### src/hw/rtl/lert_pkg.sv
// Shared types and constants for the lane edge row tracker.
// No dependencies; used by every module under hw/rtl.
package lert_pkg;

  localparam int ColBits  = 10;
  localparam int WidthBits = 11;
  localparam logic [WidthBits-1:0] WidthLimit = 11'd1024;
  localparam logic [ColBits-1:0]   ColMax     = 10'd1023;

  typedef enum logic [1:0] {
    CFG_IMAGE_WIDTH = 2'd0,
    CFG_LEFT_INIT   = 2'd1,
    CFG_RIGHT_INIT  = 2'd2,
    CFG_OFFSET      = 2'd3
  } cfg_reg_t;

  typedef struct packed {
    logic [WidthBits-1:0] image_width;
    logic [ColBits-1:0]   left_start_init;
    logic [ColBits-1:0]   right_start_init;
    logic [ColBits-1:0]   track_offset;
  } cfg_t;

  typedef struct packed {
    logic [7:0]         pixel;
    logic [ColBits-1:0] row_index;
    logic               row_last;
    logic               frame_first;
  } pix_t;

  typedef struct packed {
    logic               right_found;
    logic [ColBits-1:0] right_column;
    logic               left_found;
    logic [ColBits-1:0] left_column;
    logic [ColBits-1:0] out_row;
  } res_t;

endpackage

### src/hw/rtl/lert_row_scan.sv
// Per-row boundary search state and its single-pass update logic.
// Depends on lert_pkg.
module lert_row_scan (
  input  logic            clk,
  input  logic            rst,
  input  lert_pkg::cfg_t  cfg,
  input  logic            step,
  input  lert_pkg::pix_t  item,
  output lert_pkg::res_t  result
);

  logic [9:0] column_count, column_count_next;
  logic       row_overrun, row_overrun_next;
  logic [9:0] left_start, left_start_next;
  logic [9:0] right_start, right_start_next;
  logic [9:0] left_best, left_best_next;
  logic       left_hit, left_hit_next;
  logic [9:0] right_best, right_best_next;
  logic       right_hit, right_hit_next;

  logic [9:0]  last_col;
  logic [9:0]  ls_cur, rs_cur, ls_c, rs_c, cnt;
  logic        ovr, lh, rh, mark, ltake, rtake;
  logic [9:0]  lc, rc, nr;
  logic [10:0] nl_sum;

  // Effective last column: zero width acts as one, oversize as the limit
  always_comb begin
    if (cfg.image_width == '0) begin
      last_col = '0;
    end else if (cfg.image_width > lert_pkg::WidthLimit) begin
      last_col = lert_pkg::ColMax;
    end else begin
      last_col = 10'(cfg.image_width - 11'd1);
    end
  end

  always_comb begin
    ls_cur = item.frame_first ? cfg.left_start_init  : left_start;
    rs_cur = item.frame_first ? cfg.right_start_init : right_start;
    cnt    = item.frame_first ? '0   : column_count;
    ovr    = item.frame_first ? 1'b0 : row_overrun;
    lh     = item.frame_first ? 1'b0 : left_hit;
    rh     = item.frame_first ? 1'b0 : right_hit;

    ls_c = (ls_cur > last_col) ? last_col : ls_cur;
    rs_c = (rs_cur > last_col) ? last_col : rs_cur;

    mark  = !ovr && (item.pixel != '0) && (cnt <= last_col);
    ltake = mark && (cnt <= ls_c);
    rtake = mark && (cnt >= rs_c) && !rh;

    left_hit_next   = lh | ltake;
    left_best_next  = ltake ? cnt : left_best;
    right_hit_next  = rh | rtake;
    right_best_next = rtake ? cnt : right_best;

    // Hold the count at the top column once a row overruns
    column_count_next = cnt;
    row_overrun_next  = ovr;
    if (!ovr) begin
      if (cnt == lert_pkg::ColMax) begin
        row_overrun_next = 1'b1;
      end else begin
        column_count_next = cnt + 10'd1;
      end
    end

    lc = left_hit_next  ? left_best_next  : '0;
    rc = right_hit_next ? right_best_next : last_col;
    nl_sum = {1'b0, lc} + {1'b0, cfg.track_offset};
    nr = (rc > cfg.track_offset) ? (rc - cfg.track_offset) : '0;

    result.out_row      = item.row_index;
    result.left_column  = lc;
    result.left_found   = left_hit_next;
    result.right_column = rc;
    result.right_found  = right_hit_next;

    left_start_next  = ls_cur;
    right_start_next = rs_cur;
    if (item.row_last) begin
      left_start_next   = (nl_sum > {1'b0, last_col}) ? last_col : nl_sum[9:0];
      right_start_next  = (nr > last_col) ? last_col : nr;
      column_count_next = '0;
      row_overrun_next  = 1'b0;
      left_hit_next     = 1'b0;
      right_hit_next    = 1'b0;
      left_best_next    = '0;
      right_best_next   = '0;
    end
  end

  always_ff @(posedge clk) begin
    if (rst) begin
      column_count <= '0;
      row_overrun  <= 1'b0;
      left_start   <= 10'd0;
      right_start  <= 10'd639;
      left_best    <= '0;
      left_hit     <= 1'b0;
      right_best   <= '0;
      right_hit    <= 1'b0;
    end else if (step) begin
      column_count <= column_count_next;
      row_overrun  <= row_overrun_next;
      left_start   <= left_start_next;
      right_start  <= right_start_next;
      left_best    <= left_best_next;
      left_hit     <= left_hit_next;
      right_best   <= right_best_next;
      right_hit    <= right_hit_next;
    end
  end

endmodule

### src/hw/rtl/lert_out_reg.sv
// Result register on the master side of the tracker.
// Depends on lert_pkg.
module lert_out_reg (
  input  logic            clk,
  input  logic            rst,
  input  logic            load,
  input  lert_pkg::res_t  result,
  output logic            busy,
  output logic            tvalid,
  input  logic            tready,
  output lert_pkg::res_t  data
);

  logic valid;

  assign tvalid = valid;
  // Slot is unavailable only while a result waits and is not taken
  assign busy   = valid && !tready;

  always_ff @(posedge clk) begin
    if (rst) begin
      valid <= 1'b0;
    end else if (load) begin
      valid <= 1'b1;
    end else if (tready) begin
      valid <= 1'b0;
    end
  end

  always_ff @(posedge clk) begin
    if (load) begin
      data <= result;
    end
  end

endmodule

### src/hw/rtl/lane_edge_row_tracker_top.sv
// Lane edge row tracker: a row_last transaction passes the input register, then the output register.
// Throughput is one pixel per cycle; the input register stalls only while a finished
// result is held in the output register and a further row_last pixel waits behind it.
// Synchronous active-high reset empties both registers, loads register defaults
// (width 640, left start 0, right start 639, offset 63) and clears the row state.
// Depends on lert_pkg, lert_row_scan and lert_out_reg.
module lane_edge_row_tracker_top (
  input  logic        clk,
  input  logic        rst,
  input  logic        s_axis_tvalid,
  output logic        s_axis_tready,
  input  logic [23:0] s_axis_tdata,   // pixel[7:0], row_index[17:8], zero pad
  input  logic        s_axis_tlast,   // row_last
  input  logic        s_axis_tuser,   // frame_first
  output logic        m_axis_tvalid,
  input  logic        m_axis_tready,
  output logic [31:0] m_axis_tdata,   // out_row, left_column, left_found,
                                      // right_column, right_found
  input  logic        cfg_valid,
  output logic        cfg_ready,
  input  logic [1:0]  cfg_index,
  input  logic [10:0] cfg_data
);

  lert_pkg::cfg_t cfg;
  lert_pkg::pix_t s1_item;
  lert_pkg::res_t scan_result, out_data;
  logic s1_valid, step, out_busy, out_load;

  assign cfg_ready = 1'b1;

  always_ff @(posedge clk) begin
    if (rst) begin
      cfg.image_width      <= 11'd640;
      cfg.left_start_init  <= 10'd0;
      cfg.right_start_init <= 10'd639;
      cfg.track_offset     <= 10'd63;
    end else if (cfg_valid && cfg_ready) begin
      case (lert_pkg::cfg_reg_t'(cfg_index))
        lert_pkg::CFG_IMAGE_WIDTH: cfg.image_width      <= cfg_data;
        lert_pkg::CFG_LEFT_INIT:   cfg.left_start_init  <= cfg_data[9:0];
        lert_pkg::CFG_RIGHT_INIT:  cfg.right_start_init <= cfg_data[9:0];
        lert_pkg::CFG_OFFSET:      cfg.track_offset     <= cfg_data[9:0];
        default: ;
      endcase
    end
  end

  // Advance the held pixel unless its result would overwrite a waiting one
  assign step          = s1_valid && !(s1_item.row_last && out_busy);
  assign s_axis_tready = !s1_valid || step;
  assign out_load      = step && s1_item.row_last;

  always_ff @(posedge clk) begin
    if (rst) begin
      s1_valid <= 1'b0;
    end else if (s_axis_tready) begin
      s1_valid <= s_axis_tvalid;
    end
  end

  always_ff @(posedge clk) begin
    if (s_axis_tvalid && s_axis_tready) begin
      s1_item.pixel       <= s_axis_tdata[7:0];
      s1_item.row_index   <= s_axis_tdata[17:8];
      s1_item.row_last    <= s_axis_tlast;
      s1_item.frame_first <= s_axis_tuser;
    end
  end

  lert_row_scan u_scan (
    .clk    (clk),
    .rst    (rst),
    .cfg    (cfg),
    .step   (step),
    .item   (s1_item),
    .result (scan_result)
  );

  lert_out_reg u_out (
    .clk    (clk),
    .rst    (rst),
    .load   (out_load),
    .result (scan_result),
    .busy   (out_busy),
    .tvalid (m_axis_tvalid),
    .tready (m_axis_tready),
    .data   (out_data)
  );

  assign m_axis_tdata = out_data;

  a_result_from_row_end: assert property (@(posedge clk) disable iff (rst)
    $rose(m_axis_tvalid) |-> $past(step && s1_item.row_last))
    else $error("result appeared without a row_last pixel");

  a_stall_blocks_input: assert property (@(posedge clk) disable iff (rst)
    (s1_valid && s1_item.row_last && m_axis_tvalid && !m_axis_tready) |-> !s_axis_tready)
    else $error("input taken while a row result is blocked");

  a_plain_pixel_no_result: assert property (@(posedge clk) disable iff (rst)
    (step && !s1_item.row_last && !(m_axis_tvalid && !m_axis_tready)) |=> !m_axis_tvalid)
    else $error("result produced by a pixel that does not end a row");

endmodule

### config.mk
export PLATFORM = sky130hd
export DESIGN_NAME = lane_edge_row_tracker_top
export DESIGN_NICKNAME = d
export VERILOG_FILES = /design/src/hw/rtl/lert_pkg.sv /design/src/hw/rtl/lert_row_scan.sv /design/src/hw/rtl/lert_out_reg.sv /design/src/hw/rtl/lane_edge_row_tracker_top.sv
export SDC_FILE = /design/constraint.sdc
export NUM_CORES = 1
export LEC_CHECK = 0
export ABC_AREA = 1
export BUFFER_PORTS_ARGS = -buffer_cell sky130_fd_sc_hd__clkbuf_2
export CORE_MARGIN = 4
export CORE_UTILIZATION = 61
export DETAILED_ROUTE_END_ITERATION = 7
export PLACE_DENSITY = 0.93
export SLEW_MARGIN = 20
export SYNTH_ARGS = -nofsm -noshare
export SYNTH_HDL_FRONTEND = slang
export SYNTH_SLANG_ARGS = --single-unit
### constraint.sdc
create_clock -name clk -period 8.9 [get_ports clk]
set_clock_uncertainty 0.05 [all_clocks]
set_input_delay 0.445 -clock clk [delete_from_list [all_inputs] [get_ports clk]]
set_output_delay 0.445 -clock clk [all_outputs]
set_load 0.05 [all_outputs]
==> reports/qor.yml, run 1 <==
run_status:
  run_status: "finished clean"
critical_path:
  crit_fanout: 20
  timing.critical_path.arrival_ns: 8.65
  crit_slowest_cell: "sky130_fd_sc_hd__a21oi_1"
  critical-path-top-cell-by-count: "sky130_fd_sc_hd__nand2_1"
  crit_path_end_kind: "flip-flop"
  critical-path-max-stage-delay_ns: 0.44
  required_ns: 9.17
  path_class: "reg2reg"
  critical_path_start_type: "flip-flop"
  reg2reg_setup_slack_ns: 0.52
detailed_routing:
  drt_drc_violations_left: 0
  detailedRoute.firstIterationViolations: 1347
  vias: 9639
  avgViaCountPerCell: 6.10
  wl_per_cell_um: 17.7
  routed_wirelength_um: 28000
  drt.antenna.violating_nets: 0
  first_pass_iters: 8
clock_tree:
  htreeDepth: 4
  hold_buffers: 0
  cts.root.buffer_cell: "sky130_fd_sc_hd__clkbuf_16"
  clk_latency_ns: 0.44
  clock_tree_from_tritoncts: "built"
  cts.clk_slew.worst_paths_ns: 0.07
  cts-root-to-sink-buffers: 2
  cts-buffers-inserted: 17
  clkSinkCount: 148
sta:
  hold_viol_final: 0
  timing.final.crit_period_ns: 8.38
  max-slew-margin-rel: 0.393
  final.period_utilization: 0.941
  setup-tns-final_ns: 0
  max_slew.worst_pin.slew_ns: 0.905
  setup_viol: 0
  final_critical_path_setup_slack_ns: 0.521
  final_max_slew_viol_count: 0
  timing.fmax_mhz: 119
global_routing:
  grt_start_max_net_pins: 61
  gr-usage-all-layers: 0.309
  grt_pass1_vias: 8844
  grt_pass1_wl_um: 43500
  grt_overflow: 0
  grt_antenna_before_repair: 0
die:
  row_count: 45
  initial_core_utilization: 0.625
  core_area_mm2: 0.0153
  fp.dieW_um: 133
  die-area_mm2: 0.0177
  io_pins: 79
  die-height_um: 133
yosys:
  netlist_instances: 1292
  ys_seq_area_frac: 0.365
  ys_async_rst_share: 0
  synthesis.area_mm2: 0.00953
  synth.most_common_cell: "sky130_fd_sc_hd__nand2_1"
  synth_enable_flop_cells: 52
  post-synth-top-area-fraction: 0.202
  synth.area.top_cells: "sky130_fd_sc_hd__dfxtp_1, sky130_fd_sc_hd__edfxtp_1, sky130_fd_sc_hd__ha_1"
  synth_area_leader_cell: "sky130_fd_sc_hd__dfxtp_1"
  yosys_warnings: 0
  post_synth.cell_area_avg_um2: 7.38
  synthDistinctLibCells: 48
  ys.flop_type: "sky130_fd_sc_hd__dfxtp_1"
  synth_commonest_cells: "sky130_fd_sc_hd__nand2_1, sky130_fd_sc_hd__inv_1, sky130_fd_sc_hd__a21oi_1"
  synth.ff_latch_count: 148
  synth_nets: 1427
finish:
  diode_count: 0
  layout-area-overhead-vs-synth_pct: 12.7
  post_layout_nonfiller_instances: 1580
  drive_above_1_share: 0.140
  num-nets-final: 1491
placed_design:
  numPlacedInstances: 1543
  place.detailed.hpwl_um: 19300
  placement.io_buffers: 71
  place.gp.congestion: 0.972
  dp_slack_ns: 0.394
job:
  timing.max_cap.violations: 0
power_and_ir_drop:
  power.static_leakage_nw: 4.87
  max-vdd-ir-drop_mv: 0.150
  power-per-cell-area_mw_per_mm2: 193
  power_w: 0.00208
worst_hold_path:
  min-delay-path-class: "in2reg"
[worst max-delay path: cells and delay by family (launching register included)]
family	cells	cell delay, ns
AOI/OAI and AO/OA	10	1.71
adders and majority gates	6	1.72
buffers and inverters	7	1.06
DFF	1	0.30
and+or+nand+nor	25	3.43
[layout by cell type, fill, tap and decap left out, drive strengths merged]
cell	instances
nor3	10
nand3b	3
clkbuf	95
o21a	1
fa	2
a21boi	1
edfxtp	52
clkinvlp	4
nor3b	1
inv	172
nand2	270
a211oi	5
ha	89
conb	1
buf	21
bufinv	1
a31o	2
o2111ai	2
a21oi	123
o21ai	111
xor2	12
and3	1
nand4	20
o211ai	9
o221ai	1
xnor2	3
clkinv	4
nand3	111
or2	23
o211a	1
dfxtp	96
o21bai	4
a221oi	8
nor4	4
a31oi	1
nor2	105
[cell families after synthesis]
kind of cell    after synthesis  synth area share
simple gates                548             0.252
buf+inv                     220            0.0908
xor+xnor                     15            0.0138
fa+ha+maj                    91             0.121
flops                       148             0.365
compound gates              269             0.156
other cells                   1          0.000393
[flip-flops by register name (all words and copies together) (netlist names)]
signal and cells:
u_scan.left_best 10, u_scan.right_hit 1, s1_item 20, u_scan.right_best 10, u_scan.column_count 10, u_out.tvalid 1, u_scan.left_start 10, u_scan.row_overrun 1
u_scan.right_start 10, u_out.data 32, s1_valid 1, cfg 41, u_scan.left_hit 1
[where the power goes]
part           internal (W)  total, W  leakage, nW  switching (W)
Clock              0.000441  0.000738        0.299       0.000296
Sequential         0.000731  0.000746         1.28      0.0000158
Combinational      0.000194  0.000594         3.29       0.000399
Total               0.00137   0.00208         4.87       0.000711
[area by class of cell]
type	count	area (um2)
Multi-Input combinational cell	924	5220
Sequential cell	148	3480
Inverter	172	653
Clock inverter	8	83.8
Clock buffer	24	523
Timing Repair Buffer	92	513
Timing Repair inverter	1	7.51
Tap cell	211	264
Fill cell	1077	4520
[what timing repair did]
action                     4_1_cts  5_1_grt
setup buffers                    0        4
gates resized for setup          0       12
setup endpoints to repair        0       20
[path summary, 6_finish.rpt]
kind	startpoint	cells past startpoint	end
setup / recovery	cfg[30]	48	u_scan.right_start[5]
hold / removal	s_axis_tdata[7]	1	s1_item[19]
setup reg to reg	cfg[30]	48	u_scan.right_start[5]
hold reg to reg	s1_item[3]	0	u_out.data[1]
[layer usage]
metal,up-vias,GRT usage,routed length (um)
met1,4328,0.377,10100
li1,4455,-,-
met5,-,0,0
met3,179,0.0662,3270
met4,0,0.199,1890
met2,677,0.495,12700
[through the flow]
| step | hold WS [ns] | utilization | area, um2 |
|---|---|---|---|
| floorplan | 0.350 | - | 9530 |
| global placement | 0.350 | 0.660 | 10100 |
| detailed placement | 0.355 | 0.660 | 10100 |
| CTS | 0.119 | 0.699 | 10700 |
| global route | 0.118 | 0.704 | 10700 |
| finish | 0.124 | 0.704 | 10700 |
Power figures use the tool's default switching activity.
==> inputs of run 2 (changes only) <==
--- a/config.mk
+++ b/config.mk
@@ -11,6 +11,7 @@
 export CORE_UTILIZATION = 61
 export DETAILED_ROUTE_END_ITERATION = 7
 export PLACE_DENSITY = 0.93
+export RECOVER_POWER = 50
 export SLEW_MARGIN = 20
 export SYNTH_ARGS = -nofsm -noshare
 export SYNTH_HDL_FRONTEND = slang
==> run 2 against run 1 <==
Compared with the run above:
- routed wire length up 0.16%
- cell area shrank 0.42%
- die area unchanged
- sequential power barely moved
- critical endpoint unchanged
- largest cell class unchanged
==> reports/qor.yml, run 2 (synthesis gave the netlist of run 1 again) <==
run_status:
  run_status: "finished clean"
clock_tree:
  cts.root.buffer_cell: "sky130_fd_sc_hd__clkbuf_16"
  cts-buffers-inserted: 17
  clk_latency_ns: 0.44
  clkSinkCount: 148
  htreeDepth: 4
  cts-root-to-sink-buffers: 2
  cts.clk_slew.worst_paths_ns: 0.07
  clock_tree_from_tritoncts: "built"
  hold_buffers: 0
critical_path:
  path_class: "reg2reg"
  required_ns: 9.17
  crit_start: "cfg[30]"
  timing.critical_path.arrival_ns: 8.66
  crit_fanout: 20
  crit_slowest_cell: "sky130_fd_sc_hd__a21oi_1"
  crit_path_end_kind: "flip-flop"
  critical_path_start_type: "flip-flop"
  critical-path-max-stage-delay_ns: 0.43
  critical-path-top-cell-by-count: "sky130_fd_sc_hd__nand2_1"
  crit-reg2reg-launch: "cfg[30]"
placed_design:
  place.gp.congestion: 0.972
  dp_slack_ns: 0.394
  place.detailed.hpwl_um: 19300
  placement.io_buffers: 71
global_routing:
  grt_pass1_vias: 8844
  grt_overflow: 0
  gr-usage-all-layers: 0.309
  grt_antenna_before_repair: 0
  grt_start_max_net_pins: 61
  grt_pass1_wl_um: 43500
die:
  die-area_mm2: 0.0177
  fp.dieW_um: 133
  row_count: 45
  core_area_mm2: 0.0153
  io_pins: 79
  die-height_um: 133
  initial_core_utilization: 0.625
sta:
  setup_viol: 0
  timing.fmax_mhz: 119
  final.period_utilization: 0.943
  max_slew.worst_pin.slew_ns: 0.899
  max-slew-margin-rel: 0.397
  final_critical_path_setup_slack_ns: 0.505
  final_max_slew_viol_count: 0
  timing.final.crit_period_ns: 8.40
  hold_viol_final: 0
finish:
  fillers: 1098
  largest_reg_flops: 41
  drive_above_1_share: 0.113
  layout.core_utilization: 0.701
  regMostFlops: "cfg"
  commonest_non_fill_non_tap_cells_in_the_layout: "sky130_fd_sc_hd__nand2_1, sky130_fd_sc_hd__inv_1, sky130_fd_sc_hd__a21oi_1"
  num-nets-final: 1491
  diode_count: 0
  top_regs: "cfg: 41 flops, u_out.data: 32 flops, s1_item: 20 flops"
  layout-area-overhead-vs-synth_pct: 12.2
  mostFrequentLayoutCell: "sky130_fd_sc_hd__nand2_1"
worst_hold_path:
  min-delay-path-class: "in2reg"
  worstHoldStart: "s_axis_tdata[7]"
detailed_routing:
  routed_wirelength_um: 28000
  detailedRoute.firstIterationViolations: 1369
  drt_drc_violations_left: 0
  vias: 9592
  drt.antenna.violating_nets: 0
  avgViaCountPerCell: 6.07
  first_pass_iters: 8
  wl_per_cell_um: 17.7
power_and_ir_drop:
  power-per-cell-area_mw_per_mm2: 194
  max-vdd-ir-drop_mv: 0.149
  power.static_leakage_nw: 4.76
job:
  timing.max_cap.violations: 0
-- run 2: cell counts in the layout (fill, tap and decap cells not counted) --
No cell type changed its count.
-- run 2: per-layer routing --
| metal | vias to the layer above | routed length, um | GRT usage |
|---|---|---|---|
| met5 | - | 0 | 0 |
| met3 | 182 | 3160 | 0.0662 |
| met2 | 665 | 12700 | 0.495 |
| li1 | 4456 | - | - |
| met1 | 4289 | 10200 | 0.377 |
| met4 | 0 | 1940 | 0.199 |
-- run 2: worst paths after layout --
check | end | cells past startpoint | slack, ns
max | u_scan.right_start[5] | 48 | 0.50
min | s1_item[19] | 1 | 0.13
max reg2reg | u_scan.right_start[5] | 48 | 0.50
min reg2reg | u_out.data[1] | 0 | 0.36
-- run 2: worst max-delay path: cells and delay by family (launching register included) --
family	cells	cell delay, ns
buffers and inverters	7	1.05
adders and majority gates	6	1.71
AOI/OAI and AO/OA	10	1.73
DFF	1	0.30
and+or+nand+nor	25	3.43
-- run 2: power by group --
group / switching, W / internal (W) / total (W)
registers: 0.0000158 / 0.000731 / 0.000746
clock network: 0.000296 / 0.000442 / 0.000738
logic: 0.000399 / 0.000193 / 0.000592
total: 0.000711 / 0.00137 / 0.00208
-- run 2: area by class of cell --
cell class | instances | area [um2] | share of cell area
multi-input cells | 924 | 5220 | 0.487
flip-flops and latches | 148 | 3480 | 0.326
inverters | 172 | 653 | 0.0611
clock buffers | 24 | 523 | 0.0489
repair buffers | 92 | 468 | 0.0437
well taps | 211 | 264 | 0.0247
clock inverters | 8 | 83.8 | 0.00784
repair inverters | 1 | 7.51 | 0.000702
-- run 2: through the flow --
stage / TNS [ns] / power [W] / area [um2] / hold slack [ns] / cells
5_1_grt: -0.00807 / 0.00216 / 10700 / 0.118 / 1580
3_3_place_gp: 0 / 0.00128 / 10100 / 0.350 / 1543
4_1_cts: 0 / 0.00204 / 10700 / 0.119 / 1575
6_report: 0 / 0.00208 / 10700 / 0.126 / 1580
3_5_place_dp: 0 / 0.00131 / 10100 / 0.355 / 1543
2_1_floorplan: 0 / 0.00117 / 9530 / 0.350 / 1292
-- run 2: repair_timing --
item	in CTS	in global routing
setup buffers	0	4
endpoints found under the setup margin	0	20
gates resized for setup	0	12
